### config.mk
export PLATFORM = sky130hd
export DESIGN_NAME = lh_ctrl
export DESIGN_NICKNAME = d
export VERILOG_FILES = /design/src/sv/lh_pkg.sv /design/src/sv/lh_ctrl.sv
export SDC_FILE = /design/constraint.sdc
export NUM_CORES = 1
export LEC_CHECK = 0
export ABC_CLOCK_PERIOD_IN_PS = 1800
export BUFFER_PORTS_ARGS = -buffer_cell sky130_fd_sc_hd__buf_2
export CORE_AREA = 2 2 39 41
export CTS_BUF_LIST = sky130_fd_sc_hd__clkbuf_2
export DETAILED_ROUTE_END_ITERATION = 10
export DIE_AREA = 0 0 41 43
export PLACE_DENSITY = 0.73
export SLEW_MARGIN = 20
export SYNTH_ARGS = -nofsm -noshare
export SYNTH_HDL_FRONTEND = slang
export SYNTH_SLANG_ARGS = --single-unit
### constraint.sdc
create_clock -name aclk -period 1.8 [get_ports aclk]
set_clock_uncertainty 0.15 [all_clocks]
set_input_delay 0.09 -clock aclk [delete_from_list [all_inputs] [get_ports aclk]]
set_output_delay 0.09 -clock aclk [all_outputs]
set_load 0.005 [all_outputs]
### src/sv/lh_pkg.sv
// Shared types, constants and helper functions for the latency log2 histogram.
package lh_pkg;

    localparam int BUCKET_COUNT    = 32;
    localparam int RESERVOIR_DEPTH = 64;

    localparam int VAL_W     = 32;
    localparam int SUM_W     = 64;
    localparam int PCT_W     = 17;
    localparam int PCT_FRAC  = 16;
    localparam int BKT_IDX_W = (BUCKET_COUNT > 1) ? $clog2(BUCKET_COUNT) : 1;
    localparam int RES_IDX_W = (RESERVOIR_DEPTH > 1) ? $clog2(RESERVOIR_DEPTH) : 1;
    localparam int FILL_W    = $clog2(RESERVOIR_DEPTH + 1);
    localparam int RUN_W     = VAL_W + BKT_IDX_W + 1;

    localparam int S_TDATA_W = 56;
    localparam int M_TDATA_W = 192;

    localparam logic [VAL_W-1:0] VAL_MAX = '1;

    typedef enum logic [3:0] {
        ST_IDLE,
        ST_BKT_RD,
        ST_BKT_WR,
        ST_INS_CMP,
        ST_INS_PUT,
        ST_QRY_CHK,
        ST_EX_RD,
        ST_EX_WAIT,
        ST_WK_RD,
        ST_WK_ACC,
        ST_FINISH
    } lh_state_t;

    // Commands from the controller to the datapath
    typedef struct packed {
        logic load;
        logic bkt_rd;
        logic bkt_wr;
        logic ins_start;
        logic ins_step;
        logic ins_put;
        logic qry_chk;
        logic ex_rd;
        logic ex_take;
        logic wk_rd;
        logic wk_acc;
        logic finish;
    } lh_cmd_t;

    // Status from the datapath to the controller
    typedef struct packed {
        logic ins_needed;
        logic fill_zero;
        logic ins_gt;
        logic pos_one;
        logic special;
        logic exact;
        logic wk_hit;
        logic wk_last;
        logic out_free;
    } lh_sts_t;

    // Floor log2 of a sample, clamped to the last bucket
    function automatic logic [BKT_IDX_W-1:0] lh_log2(input logic [VAL_W-1:0] v);
        logic [BKT_IDX_W-1:0] b;
        b = '0;
        for (int k = 1; k < VAL_W; k++) begin
            if (v[k]) begin
                b = (k > BUCKET_COUNT - 1) ? BKT_IDX_W'(BUCKET_COUNT - 1) : BKT_IDX_W'(k);
            end
        end
        return b;
    endfunction

    // Midpoint of bucket i, saturated to the sample range
    function automatic logic [VAL_W-1:0] lh_mid(input logic [BKT_IDX_W-1:0] i);
        logic [VAL_W+1:0] m;
        if (i == '0) begin
            m = (VAL_W+2)'(1);
        end else begin
            m = (VAL_W+2)'(3) << (i - 1'b1);
        end
        return (m > (VAL_W+2)'(VAL_MAX)) ? VAL_MAX : m[VAL_W-1:0];
    endfunction

endpackage

### src/sv/lh_ctrl.sv
// Controller state machine that sequences add and query items.
module lh_ctrl (
    input  logic            aclk,
    input  logic            aresetn,
    input  logic            s_tvalid,
    input  logic            s_func,
    output logic            s_tready,
    input  lh_pkg::lh_sts_t sts,
    output lh_pkg::lh_cmd_t cmd
);
    import lh_pkg::*;

    lh_state_t state_reg, state_next;

    always_ff @(posedge aclk) begin
        if (!aresetn) begin
            state_reg <= ST_IDLE;
        end else begin
            state_reg <= state_next;
        end
    end

    // Next state
    always_comb begin
        state_next = state_reg;
        unique case (state_reg)
            ST_IDLE: begin
                if (s_tvalid) begin
                    state_next = s_func ? ST_QRY_CHK : ST_BKT_RD;
                end
            end
            ST_BKT_RD: state_next = ST_BKT_WR;
            ST_BKT_WR: begin
                if (sts.ins_needed && !sts.fill_zero) begin
                    state_next = ST_INS_CMP;
                end else begin
                    state_next = ST_FINISH;
                end
            end
            ST_INS_CMP: begin
                priority if (!sts.ins_gt) state_next = ST_FINISH;
                else if (sts.pos_one)     state_next = ST_INS_PUT;
                else                      state_next = ST_INS_CMP;
            end
            ST_INS_PUT: state_next = ST_FINISH;
            ST_QRY_CHK: begin
                priority if (sts.special) state_next = ST_FINISH;
                else if (sts.exact)       state_next = ST_EX_RD;
                else                      state_next = ST_WK_RD;
            end
            ST_EX_RD:   state_next = ST_EX_WAIT;
            ST_EX_WAIT: state_next = ST_FINISH;
            ST_WK_RD:   state_next = ST_WK_ACC;
            ST_WK_ACC: begin
                if (sts.wk_hit || sts.wk_last) begin
                    state_next = ST_FINISH;
                end else begin
                    state_next = ST_WK_RD;
                end
            end
            ST_FINISH: begin
                if (sts.out_free) begin
                    state_next = ST_IDLE;
                end
            end
            default: state_next = ST_IDLE;
        endcase
    end

    // Outputs
    always_comb begin
        cmd      = '0;
        s_tready = 1'b0;
        unique case (state_reg)
            ST_IDLE: begin
                s_tready = 1'b1;
                cmd.load = s_tvalid;
            end
            ST_BKT_RD:  cmd.bkt_rd = 1'b1;
            ST_BKT_WR: begin
                cmd.bkt_wr    = 1'b1;
                cmd.ins_start = sts.ins_needed;
            end
            ST_INS_CMP: cmd.ins_step = 1'b1;
            ST_INS_PUT: cmd.ins_put  = 1'b1;
            ST_QRY_CHK: cmd.qry_chk  = 1'b1;
            ST_EX_RD:   cmd.ex_rd    = 1'b1;
            ST_EX_WAIT: cmd.ex_take  = 1'b1;
            ST_WK_RD:   cmd.wk_rd    = 1'b1;
            ST_WK_ACC:  cmd.wk_acc   = 1'b1;
            ST_FINISH:  cmd.finish   = sts.out_free;
            default: ;
        endcase
    end

endmodule

==> impl_results.md <==
* Critical Path Start Type: flip-flop
* Number of nets in the synthesized netlist at 74
* Most frequent cells in the layout: 25 x buf_2, 11 x nor2_1, 5 x nand2b_1, 5 x nor3_1, 4 x buf_4
* Count of endpoints failing hold in the final timing report at 0
* Reg-to-reg slack, setup at 200 ps
* Flip-flop count of the largest register, all copies and words added at 4
* Status: complete, no violations
* Leakage power summed over all cells at 0.285 nW
* Clk_lat worst skew at 230 ps
* Adder-cell area share of the yosys netlist at 0
* Count of TritonRoute iterations in the first routing pass at 4
* Global-route wire length before repair at 1900 um
* Post-detailed-route DRC marker count at 0
* Class of the worst hold path: input pin to flip-flop
* Aggregate global routing overflow at 0
* Synth Warn # at 0
* Average wire per cell in the routed design at 11.9 um
* Fraction of synthesized area in multiplexers at 0
* Number of standard cells after synthesis at 61
* Unique cell type count in the Yosys netlist at 27
* Worst setup EP type: flip-flop
* Effective utilization at floorplan at 0.307
* Antenna violation net count after detailed routing at 0
* Startpoint of the worst setup timing path: state_reg[1]
* Die X-Extent at 41 um
* Leading cell types by total area after synthesis: dfxtp_1 19%, nor2_1 9.7%, nand2b_1 7.4%, nor3_1 5.9%, o41a_1 5.3%
* Post-synthesis cell type with the largest combined area: dfxtp_1
* Arrival time at the worst endpoint at 1610 ps
* Power per standard cell area at 1550 nW/um^2
* Fraction of the mapped netlist area in compound gates at 0.224
* Via-to-Cell Ratio at 5.21
* Number of nets in the finished design at 105
* Util after Layout at 0.434
* Vias at 552
* Instance count along the most critical hold path at 5
* Worst-case headroom to the max-slew limit at 0.775
* Wire length after detailed routing at 1260 um
* Clock transition at path regs at 60 ps
* Share of the synthesized netlist area taken by xor and xnor gates at 0.0206
* Max-capacitance violation count at 0
* Post-route setup TNS at 0 ps
* Post-Syn Area per Cell at 6.97 sq um
* Flops & latches, synth at 4
* Root buffer cell: clkbuf_2
* Pin count of the biggest net entering global routing at 13
* Worst-margin pin slew at 334 ps
* Startpoint of the most critical register-to-register path: state_reg[1]
* Number of violations reported at the end of detailed-routing iteration 0 at 16
* # Post-CTS Setup Buffers at 0
* Most common cell after layout, fill and taps aside: buf_2
* Number of sinks on the clock net at 4
* Filler cell count in the final layout at 150
* Final HPWL from detailed placement at 942 um
* Capture instance of the worst register-to-register path: state_reg[0]
* Share of the yosys chip area belonging to registers at 0.188
* Max-slew violation total from the final report at 0
* Post-route minimum period at 1600 ps
* TritonCTS clock tree: done
* Crit Path Category: flip-flop to flip-flop
* Number of inserted diodes at 0
* Standard cell core area at 1380 sq um
* Hold wc startpoint: sts[7]
* Vias in the first global route at 470
* Maximum level of the CTS H-tree at 1
* Number of antenna violations at the first check in global routing at 0
* Total setup violations reported at the end of the flow at 0
* Total routing resource utilization after global routing at 0.160
* Area share of and/or/nand/nor cells after synthesis at 0.465
* Largest vdd supply drop at 0.000732 V
* Summed instance area of the synthesized netlist at 425 sq um
* Maximum clock frequency at 625 MHz
* Highest fanout seen on the critical path at 9
* Critical Path RT at 1810 ps
* Share of cells above drive strength 1 at 0.389
* Longest Clk Path Bufs at 2
* Count of buffers from port buffering at 25
* Weighted congestion at the end of routability-driven global placement at 0.772
* Logic depth of the worst register-to-register path at 4
* Number of rows created at floorplan at 14
* Area Growth Syn to Fin at 41.2%
* Part of the cycle the worst path needs at 0.889
* Cts bufs inserted at 3
* RSZ-0062 raised after global routing: false
* WHS Endpoint: state_reg[0]
* I/O pin count at 26
* Die Y at 43 um
* Largest family of logic cells by synthesized area: simple AND/OR/NAND/NOR gates
* Die outline area at 1760 sq um
* Share of the synthesized area in the top cell type at 0.188
-- power breakdown --
group          total [W]  switching [W]  internal, W
logic           0.000624       0.000319     0.000305
registers       0.000218      0.0000827     0.000135
clock network  0.0000896      0.0000447    0.0000449
-- kinds of logic after synthesis --
kind of cell / Yosys count
XOR/XNOR: 1
buffers and inverters: 7
AND/OR/NAND/NOR: 37
AO/OA/AOI/OAI: 12
flip-flops: 4
-- routing by layer --
| metal | GRT usage | vias to the layer above | share of wire |
|---|---|---|---|
| met4 | 0.120 | 0 | 0.036 |
| li1 | - | 279 | - |
| met5 | 0 | - | 0 |
| met1 | 0.172 | 248 | 0.40 |
| met2 | 0.266 | 20 | 0.51 |
| met3 | 0.0157 | 5 | 0.053 |
-- cell usage after synthesis --
cell      count
xor2_1        1
nor3_1        5
buf_4         2
or3_1         1
o21ai_0       1
nor2_1       11
o41a_1        2
and2_1        1
nand2b_1      5
o32ai_1       1
nor2b_1       3
nand3b_1      1
nand4b_1      1
nand2_1       3
nor4_1        2
a211oi_1      2
buf_6         1
a21oi_1       3
dfxtp_1       4
buf_2         2
inv_2         1
nand3_1       2
a221oi_1      1
nor4_2        1
and3_1        1
inv_1         1
o32a_1        2
-- metrics by stage --
stage	power, W	hold slack (ps)	setup slack, ps	instances	instance area, sq um
after CTS	0.000928	140	157	106	599
after detailed placement	0.000832	211	240	101	564
after global placement	0.000819	201	237	101	564
after floorplan	0.000657	73.6	419	61	425
final	0.000931	129	199	106	601
after global routing	0.00101	146	86.3	106	601
-- timing repair --
action / in CTS / in global routing
setup endpoints to repair: 0 / 1
hold endpoints to repair: 3 / 0
resized for setup: 0 / 1
hold buffers: 2 / 0
-- layout make-up --
class | instances | area (sq um) | area share
multi-input combinational | 50 | 302 | 0.502
timing repair buffer | 31 | 175 | 0.292
sequential | 4 | 81.3 | 0.135
tap | 16 | 20.0 | 0.0333
clock buffer | 3 | 15.0 | 0.0250
inverter | 2 | 7.51 | 0.0125
-- worst max path at each step --
stage	depth (start not counted)	endpoint	slack [ps]
2_1_floorplan	5	state_reg[1]	420
3_3_place_gp	4	state_reg[1]	240
3_5_place_dp	4	state_reg[0]	240
4_1_cts	4	cmd[10]	160
5_1_grt	4	state_reg[0]	90
6_report	4	state_reg[0]	200
-- critical path, cell delays in order, from the launching register on --
cell	delay, ps
dfxtp_1	480
nand2b_1	260
o32a_1	380
o32a_1	170
nor2_1	100
Note: power is estimated with default switching activity, not from simulation.
